## config.mk

```make
export PLATFORM = sky130hd
export DESIGN_NAME = page_map_allocator_unit
export DESIGN_NICKNAME = d
export VERILOG_FILES = /design/src/design/pma_pkg.sv /design/src/design/pma_slot_ram.sv /design/src/design/pma_scan.sv /design/src/design/page_map_allocator_unit.sv
export SDC_FILE = /design/constraint.sdc
export NUM_CORES = 2
export LEC_CHECK = 0
export ABC_AREA = 1
export ABC_CLOCK_PERIOD_IN_PS = 12600
export BUFFER_PORTS_ARGS = -buffer_cell sky130_fd_sc_hd__buf_2
export CELL_PAD_IN_SITES_DETAIL_PLACEMENT = 0
export CELL_PAD_IN_SITES_GLOBAL_PLACEMENT = 2
export CORE_MARGIN = 3
export CORE_UTILIZATION = 40
export DETAILED_ROUTE_END_ITERATION = 8
export HOLD_SLACK_MARGIN = 0.08
export PLACE_DENSITY_LB_ADDON = 0.1
export SLEW_MARGIN = 5
export SYNTH_ARGS = -nofsm -noshare
export SYNTH_HDL_FRONTEND = slang
export SYNTH_SLANG_ARGS = --single-unit
```

## constraint.sdc

```tcl
create_clock -name clk -period 12.6 [get_ports clk]
set_input_delay 0.63 -clock clk [delete_from_list [all_inputs] [get_ports clk]]
set_output_delay 0.63 -clock clk [all_outputs]
set_load 0.1 [all_outputs]
```

## src/design/pma_pkg.sv

```systemverilog
package pma_pkg;

    localparam int ACTION_W = 2;
    localparam int PAGE_W   = 8;
    localparam int STATUS_W = 2;
    localparam int OFFSET_W = 21;
    localparam int COUNT_W  = 9;

    localparam logic [ACTION_W-1:0] ACT_TRANSLATE = 2'd0;
    localparam logic [ACTION_W-1:0] ACT_ALLOCATE  = 2'd1;
    localparam logic [ACTION_W-1:0] ACT_REMOVE    = 2'd2;

    localparam logic [STATUS_W-1:0] STATUS_OK        = 2'd0;
    localparam logic [STATUS_W-1:0] STATUS_NOT_FOUND = 2'd1;
    localparam logic [STATUS_W-1:0] STATUS_FULL      = 2'd2;

    localparam int GRP_SIZE  = 16;
    localparam int GRP_IDX_W = 4;

endpackage

```

## src/design/pma_slot_ram.sv

```systemverilog
module pma_slot_ram #(
    parameter int DEPTH = 256,
    parameter int AW    = 8
) (
    input  logic          clk,
    input  logic          rst_n,
    input  logic          wr_en,
    input  logic [AW-1:0] wr_addr,
    input  logic [AW-1:0] wr_data,
    input  logic          rd_en,
    input  logic [AW-1:0] rd_addr,
    output logic [AW-1:0] rd_data
);

    logic [AW-1:0] mem [DEPTH];
    logic [AW-1:0] q_reg;
    logic          zero_reg;
    logic          w0_reg;

    // Entry zero reads as zero until it is first written.
    always_ff @(posedge clk or negedge rst_n)
    begin
        if (!rst_n)
        begin
            w0_reg   <= 1'b0;
            zero_reg <= 1'b0;
        end
        else
        begin
            if (wr_en && (wr_addr == '0))
            begin
                w0_reg <= 1'b1;
            end
            if (rd_en)
            begin
                zero_reg <= (rd_addr == '0) && !w0_reg;
            end
        end
    end

    always_ff @(posedge clk)
    begin
        if (wr_en)
        begin
            mem[wr_addr] <= wr_data;
        end
        if (rd_en)
        begin
            q_reg <= mem[rd_addr];
        end
    end

    assign rd_data = zero_reg ? '0 : q_reg;

endmodule

```

## src/design/pma_scan.sv

```systemverilog
module pma_scan #(
    parameter int WIDTH = 256
) (
    input  logic                     clk,
    input  logic                     rst_n,
    input  logic [WIDTH-1:0]         used,
    output logic                     found,
    output logic [$clog2(WIDTH)-1:0] idx
);
    import pma_pkg::*;

    localparam int NGRP  = (WIDTH + GRP_SIZE - 1) / GRP_SIZE;
    localparam int PAD_W = NGRP * GRP_SIZE;
    localparam int IW    = $clog2(WIDTH);

    logic [PAD_W-1:0]     padded;
    logic [NGRP-1:0]      grp_free_reg;
    logic [NGRP-1:0]      grp_free_next;
    logic [GRP_IDX_W-1:0] grp_idx_reg [NGRP];
    logic [GRP_IDX_W-1:0] grp_idx_next [NGRP];
    logic [11:0]          pos;

    always_comb
    begin
        padded = '1;
        padded[WIDTH-1:0] = used;
        for (int g = 0; g < NGRP; g++)
        begin
            grp_free_next[g] = 1'b0;
            grp_idx_next[g]  = '0;
            for (int b = GRP_SIZE - 1; b >= 0; b--)
            begin
                if (!padded[g * GRP_SIZE + b])
                begin
                    grp_free_next[g] = 1'b1;
                    grp_idx_next[g]  = GRP_IDX_W'(b);
                end
            end
        end
    end

    always_ff @(posedge clk or negedge rst_n)
    begin
        if (!rst_n)
        begin
            grp_free_reg <= '0;
        end
        else
        begin
            grp_free_reg <= grp_free_next;
        end
    end

    always_ff @(posedge clk)
    begin
        for (int g = 0; g < NGRP; g++)
        begin
            grp_idx_reg[g] <= grp_idx_next[g];
        end
    end

    always_comb
    begin
        found = 1'b0;
        pos   = '0;
        for (int g = NGRP - 1; g >= 0; g--)
        begin
            if (grp_free_reg[g])
            begin
                found = 1'b1;
                pos   = 12'(g * GRP_SIZE) + 12'(grp_idx_reg[g]);
            end
        end
        idx = pos[IW-1:0];
    end

endmodule

```

## src/design/page_map_allocator_unit.sv

```systemverilog
// Channel   Direction  Handshake               Beat
// request   in         start high, busy low    action, page_id
// result    out        done strobe, one cycle  status, new_page, byte_offset
//
// A request is accepted in S_IDLE and executed in S_EXEC: the accept edge issues the
// slot memory read and samples the registered first level of the lowest-free search;
// the execute edge registers the result; no request is accepted while busy in S_EXEC.
// The result strobe is high in the cycle after the execute edge.
// Reset sets the maps in flip-flops at once, with only entry zero marked in use; no clearing pass is needed.
// The receiver cannot stall; each result is shown for exactly one cycle.
module page_map_allocator_unit #(
    parameter int MAX_PAGES  = 256,
    parameter int PAGE_BYTES = 4096
) (
    input  logic                           clk,
    input  logic                           rst_n,
    input  logic                           start,
    output logic                           busy,
    input  logic [pma_pkg::ACTION_W-1:0]   action,
    input  logic [pma_pkg::PAGE_W-1:0]     page_id,
    output logic                           done,
    output logic [pma_pkg::STATUS_W-1:0]   status,
    output logic [pma_pkg::PAGE_W-1:0]     new_page,
    output logic [pma_pkg::OFFSET_W-1:0]   byte_offset
);
    import pma_pkg::*;

    localparam int VIRT_SPACE = (MAX_PAGES < 256) ? MAX_PAGES : 256;
    localparam int VW         = $clog2(VIRT_SPACE);
    localparam logic [VIRT_SPACE-1:0] MAP_RESET = {{(VIRT_SPACE-1){1'b0}}, 1'b1};

    typedef enum logic {S_IDLE, S_EXEC} state_t;

    state_t                state_reg, state_next;
    logic [ACTION_W-1:0]   action_reg, action_next;
    logic                  hit_reg, hit_next;
    logic [VW-1:0]         id_reg, id_next;
    logic [VIRT_SPACE-1:0] virt_valid_reg, virt_valid_next;
    logic [VIRT_SPACE-1:0] phys_used_reg, phys_used_next;
    logic [COUNT_W-1:0]    count_reg, count_next;
    logic                  done_reg, done_next;
    logic [STATUS_W-1:0]   status_reg, status_next;
    logic [PAGE_W-1:0]     new_page_reg, new_page_next;
    logic [OFFSET_W-1:0]   offset_reg, offset_next;

    logic          accept;
    logic          in_space;
    logic          wr_en;
    logic [VW-1:0] slot_rd;
    logic          v_found, p_found;
    logic [VW-1:0] v_idx, p_idx;
    logic [8:0]    slot_plus;
    logic [25:0]   product;

    assign accept   = start && (state_reg == S_IDLE);
    assign in_space = {1'b0, page_id} < 9'(VIRT_SPACE);

    pma_slot_ram #(
        .DEPTH (VIRT_SPACE),
        .AW    (VW)
    ) u_slot_ram (
        .clk     (clk),
        .rst_n   (rst_n),
        .wr_en   (wr_en),
        .wr_addr (v_idx),
        .wr_data (p_idx),
        .rd_en   (accept),
        .rd_addr (page_id[VW-1:0]),
        .rd_data (slot_rd)
    );

    pma_scan #(
        .WIDTH (VIRT_SPACE)
    ) u_virt_scan (
        .clk   (clk),
        .rst_n (rst_n),
        .used  (virt_valid_reg),
        .found (v_found),
        .idx   (v_idx)
    );

    pma_scan #(
        .WIDTH (VIRT_SPACE)
    ) u_phys_scan (
        .clk   (clk),
        .rst_n (rst_n),
        .used  (phys_used_reg),
        .found (p_found),
        .idx   (p_idx)
    );

    assign slot_plus = 9'(slot_rd) + 9'd1;
    assign product   = 26'(slot_plus) * 26'(PAGE_BYTES);

    always_comb
    begin
        state_next      = state_reg;
        action_next     = action_reg;
        hit_next        = hit_reg;
        id_next         = id_reg;
        virt_valid_next = virt_valid_reg;
        phys_used_next  = phys_used_reg;
        count_next      = count_reg;
        done_next       = 1'b0;
        status_next     = status_reg;
        new_page_next   = new_page_reg;
        offset_next     = offset_reg;
        wr_en           = 1'b0;
        case (state_reg)
            S_IDLE:
            begin
                if (accept)
                begin
                    state_next  = S_EXEC;
                    action_next = action;
                    id_next     = page_id[VW-1:0];
                    hit_next    = in_space && virt_valid_reg[page_id[VW-1:0]];
                end
            end
            S_EXEC:
            begin
                state_next    = S_IDLE;
                done_next     = 1'b1;
                status_next   = STATUS_OK;
                new_page_next = '0;
                offset_next   = '0;
                case (action_reg)
                    ACT_TRANSLATE:
                    begin
                        if (hit_reg)
                        begin
                            offset_next = product[OFFSET_W-1:0];
                        end
                        else
                        begin
                            status_next = STATUS_NOT_FOUND;
                        end
                    end
                    ACT_ALLOCATE:
                    begin
                        if ((13'(count_reg) >= 13'(MAX_PAGES)) || !v_found || !p_found)
                        begin
                            status_next = STATUS_FULL;
                        end
                        else
                        begin
                            wr_en                  = 1'b1;
                            virt_valid_next[v_idx] = 1'b1;
                            phys_used_next[p_idx]  = 1'b1;
                            count_next             = count_reg + 1'b1;
                            new_page_next          = PAGE_W'(v_idx);
                        end
                    end
                    ACT_REMOVE:
                    begin
                        if (hit_reg)
                        begin
                            virt_valid_next[id_reg] = 1'b0;
                            phys_used_next[slot_rd] = 1'b0;
                            count_next              = count_reg - 1'b1;
                        end
                        else
                        begin
                            status_next = STATUS_NOT_FOUND;
                        end
                    end
                    default:
                    begin
                        status_next = STATUS_OK;
                    end
                endcase
            end
            default:
            begin
                state_next = S_IDLE;
            end
        endcase
    end

    always_ff @(posedge clk or negedge rst_n)
    begin
        if (!rst_n)
        begin
            state_reg      <= S_IDLE;
            action_reg     <= ACT_TRANSLATE;
            hit_reg        <= 1'b0;
            id_reg         <= '0;
            virt_valid_reg <= MAP_RESET;
            phys_used_reg  <= MAP_RESET;
            count_reg      <= COUNT_W'(1);
            done_reg       <= 1'b0;
            status_reg     <= STATUS_OK;
            new_page_reg   <= '0;
            offset_reg     <= '0;
        end
        else
        begin
            state_reg      <= state_next;
            action_reg     <= action_next;
            hit_reg        <= hit_next;
            id_reg         <= id_next;
            virt_valid_reg <= virt_valid_next;
            phys_used_reg  <= phys_used_next;
            count_reg      <= count_next;
            done_reg       <= done_next;
            status_reg     <= status_next;
            new_page_reg   <= new_page_next;
            offset_reg     <= offset_next;
        end
    end

    assign busy        = (state_reg != S_IDLE);
    assign done        = done_reg;
    assign status      = status_reg;
    assign new_page    = new_page_reg;
    assign byte_offset = offset_reg;

`ifndef SYNTHESIS
    a_virt_count: assert property (@(posedge clk) disable iff (!rst_n)
        32'(count_reg) == $countones(virt_valid_reg))
        else $error("mapped count does not match the virtual map");

    a_phys_count: assert property (@(posedge clk) disable iff (!rst_n)
        32'(count_reg) == $countones(phys_used_reg))
        else $error("mapped count does not match the physical map");

    a_result_timing: assert property (@(posedge clk) disable iff (!rst_n)
        start && !busy |=> ##1 done)
        else $error("result strobe missing after an accepted request");

    a_done_one_cycle: assert property (@(posedge clk) disable iff (!rst_n)
        done |=> !done)
        else $error("result strobe held longer than one cycle");
`endif

endmodule

```

==> impl_metrics.toml <==
[clock_tree]
cts.repair.resized = 0
root_buffer = "clkbuf_16"
cts_tree = "built"
cts_sinks = 2771
cts_made_buffers = 321
clk_latency_ns = 0.94
htreeDepth = 5
cts_buffer_depth = 4
cts_setup_buffers = 0
clkTransAtPathRegs_ns = 0.06

[floorplanning]
fp.coreArea_um2 = 318000
io_pins = 46
die_area_um2 = 327000
die_width_um = 572
initial_core_util_pct = 40.2
num_rows = 207
fp.dieH_um = 572

[route]
drc = 0
avgRoutedWirePerCell_um = 28.7
drtIter0Drc = 12400
dr.pass1.iters = 8
viasPerCell = 5.92
routed_wl_um = 503000
ant_nets = 0
vias = 104000

[placed_design]
post-dp-hpwl_um = 308000
place_congestion = 0.930
place_area_um2 = 132000
port_buffers = 33

[synth]
yosysWarnings = 0
syn_inst = 13300
avgSynthCellArea_um2 = 9.62
yosysTopAreaCellShare_pct = 48.2
ys_types = 60
synth-main-ff-cell = "edfxtp_1"
syn-cell-area_um2 = 128000
synth_seq_cells = 2771
synth-edff-count = 2056
synth_seq_area_share_pct = 61.7
yosys-top-cells-area = "edfxtp_1 (48%), dfrtp_1 (11%), o21ai_0 (7.1%), nand2_1 (6.6%), nor2_1 (5.0%)"
synth_top_cell_by_area = "edfxtp_1"
synth_async_sr_flop_share_pct = 21.2

[worst_setup_path]
worstPathRequired_ns = 13.31
critPathCaptureType = "register"
critPathKind = "reg2reg"
crit_path_start_kind = "register"
critPathArrivalTime_ns = 7.04
cp_max_fo = 129

[timing]
worst-slew-pin-transition_ns = 1.32
finClkSkew_ns = 0.0734
maxSlewViolCount = 0
setup-tns-final_ns = 0
hold_viol = 0
holdWs_ns = 0.350
finalSetupViolations = 0
post-route-min-period_ns = 6.33
final.period_utilization_pct = 50.3
relSlewSlack_pct = 11.9
fmax_mhz = 158
rsz0062_at_grt = "no"

[grt]
track_usage_pct = 29.9
grt_pass1_wl_um = 717000
grt_max_degree = 208
grt_antenna_before_repair = 35
overflow = 0
grt_pass1_vias = 97800

[pwr]
power_mw = 27.2
max-vdd-ir-drop_uv = 138
powerDensity_nw_per_um2 = 190
p_leak_nw = 51.9

[outcome]
status = "finished clean"

[cells_and_area]
n_fill_cell = 30000
largest_reg_flops = 2048
area_delta_synth_final_pct = 11.8
drive_gt1_share_pct = 7.17
final_core_util_pct = 45.0
layout.nets = 13100
stdcell_area_um2 = 143000

[run]
maxCapViolations = 0

[min_path]
hp-class = "in2reg"
==> logic make-up (layout without fill, tap and decap cells) <==
kind of cell / count (synthesis) / after routing / share of synthesized area [%]
simple gates: 4884 / 4884 / 15.5
compound gates: 3948 / 3948 / 17.3
xor+xnor: 5 / 5 / 0.0342
fa+ha+maj: 12 / 12 / 0.123
buf+inv: 1684 / 1689 / 5.29
other cells: 1 / 27 / 0.00293
flops: 2771 / 2771 / 61.7
==> critical path, stage by stage (launching register included) <==
cell	delay (ns)
dfrtp_1	0.43
or2_1	0.27
nor3_2	0.44
nand2_1	0.18
o21ai_1	0.76
a31oi_1	0.44
a21oi_1	0.38
nor2_4	0.06
buf_12	0.30
inv_8	0.68
buf_4	0.76
buf_4	0.91
a21oi_1	0.09
nand2_1	0.11
o21ai_0	0.09
==> Yosys cell counts, types with 4 or more instances <==
library cell,count
clkbuf_1,611
o22ai_1,330
buf_2,161
a31o_2,18
buf_6,4
a211oi_1,23
inv_2,30
a21boi_0,36
nand3_1,639
o221a_2,9
o211ai_1,67
clkinv_1,6
a31oi_1,174
a21oi_1,1047
buf_1,56
or2_2,4
o21ai_0,1808
nand2_2,12
o21ai_1,31
dfxtp_1,128
dfrtp_1,584
nor2_1,1696
ha_1,11
inv_1,758
o221ai_1,193
nand4_1,85
edfxtp_1,2056
o311ai_0,20
nor4_1,17
a21boi_1,158
buf_4,58
nor2_4,16
o31ai_1,4
nor3_1,117
nor2_2,23
a221oi_1,14
nand2_4,6
nand2_1,2256
a21oi_2,4
==> what timing repair did <==
action                                 4_1_cts  5_1_grt
hold buffers                                 3        0
setup endpoints to repair                    0        0
endpoints found under the hold margin       98        0
==> through the flow <==
| stage | setup slack [ns] | cells |
|---|---|---|
| 6_report | 6.27 | 17500 |
| 5_1_grt | 6.03 | 17500 |
| 4_1_cts | 6.35 | 17500 |
| 3_5_place_dp | 6.39 | 16900 |
| 3_3_place_gp | 6.44 | 16900 |
| 2_1_floorplan | 2.99 | 13300 |
==> layer usage <==
layer | vias up | part of all wire (%) | routed length (um) | track usage, %
met3 | 913 | 7.1 | 35700 | 4.23
met5 | - | 0.018 | 93 | 0
li1 | 46400 | - | - | -
met1 | 52100 | 43 | 217000 | 41.9
met4 | 12 | 4.1 | 20600 | 11.1
met2 | 4273 | 46 | 230000 | 47.3
==> final cells by class <==
class                   count  area, um2  area share [%]
well taps                4180       5230            3.65
multi-input cells        8861      42500            29.7
flip-flops and latches   2771      79000            55.2
repair buffers            301       2520            1.76
inverters                 794       3030            2.12
clock buffers             402       8600            6.01
diodes                     15       37.5          0.0262
clock inverters           192       2170            1.52
==> placed cells by master, fill, tap and decap left out, drive strengths merged, types with 15 or more instances in the layout <==
cell type  netlist  layout
nand2         2274    2274
edfxtp        2056    2056
o21ai         1839    1839
nor2          1736    1736
a21oi         1052    1052
inv            788     801
nand3          641     641
dfrtp          584     584
clkbuf         611     402
o22ai          330     330
buf            279     298
a21boi         194     194
o221ai         193     193
a31oi          174     174
clkinv           6     138
dfxtp          128     128
nor3           122     122
nand4           85      85
o211ai          67      67
bufinv           0      35
a211oi          23      23
o311ai          20      20
a31o            18      18
nor4            18      18
diode            0      15
==> where the power goes <==
group / switching, mW / leakage (nW) / total [mW] / internal [mW]
clock network: 4.00 / 5.24 / 9.60 / 5.60
logic: 4.09 / 20.7 / 5.78 / 1.68
registers: 0.939 / 26.0 / 11.8 / 10.9
total: 9.03 / 51.9 / 27.2 / 18.2
==> path summary, 6_finish.rpt <==
kind                                                             start                                         to  slack, ns  depth (start not counted)
worst max-delay path            u_phys_scan.grp_free_reg[15]$_DFF_PN0_            virt_valid_reg[184]$_DFFE_PN0P_       6.27                         14
worst min-delay path                                        page_id[7]              u_slot_ram.q_reg[2]$_DFFE_PP_       0.35                          2
worst max register to register  u_phys_scan.grp_free_reg[15]$_DFF_PN0_            virt_valid_reg[184]$_DFFE_PN0P_       6.27                         14
worst min register to register         virt_valid_reg[241]$_DFFE_PN0P_  u_virt_scan.grp_idx_reg[1][28]$_SDFF_PN0_       0.46                          1
max in group asynchronous                                        rst_n      u_virt_scan.grp_free_reg[7]$_DFF_PN0_       9.82                          4
min in group asynchronous                                        rst_n             phys_used_reg[239]$_DFFE_PN0P_       0.41                          2
Note: power is estimated with default switching activity, not from simulation.
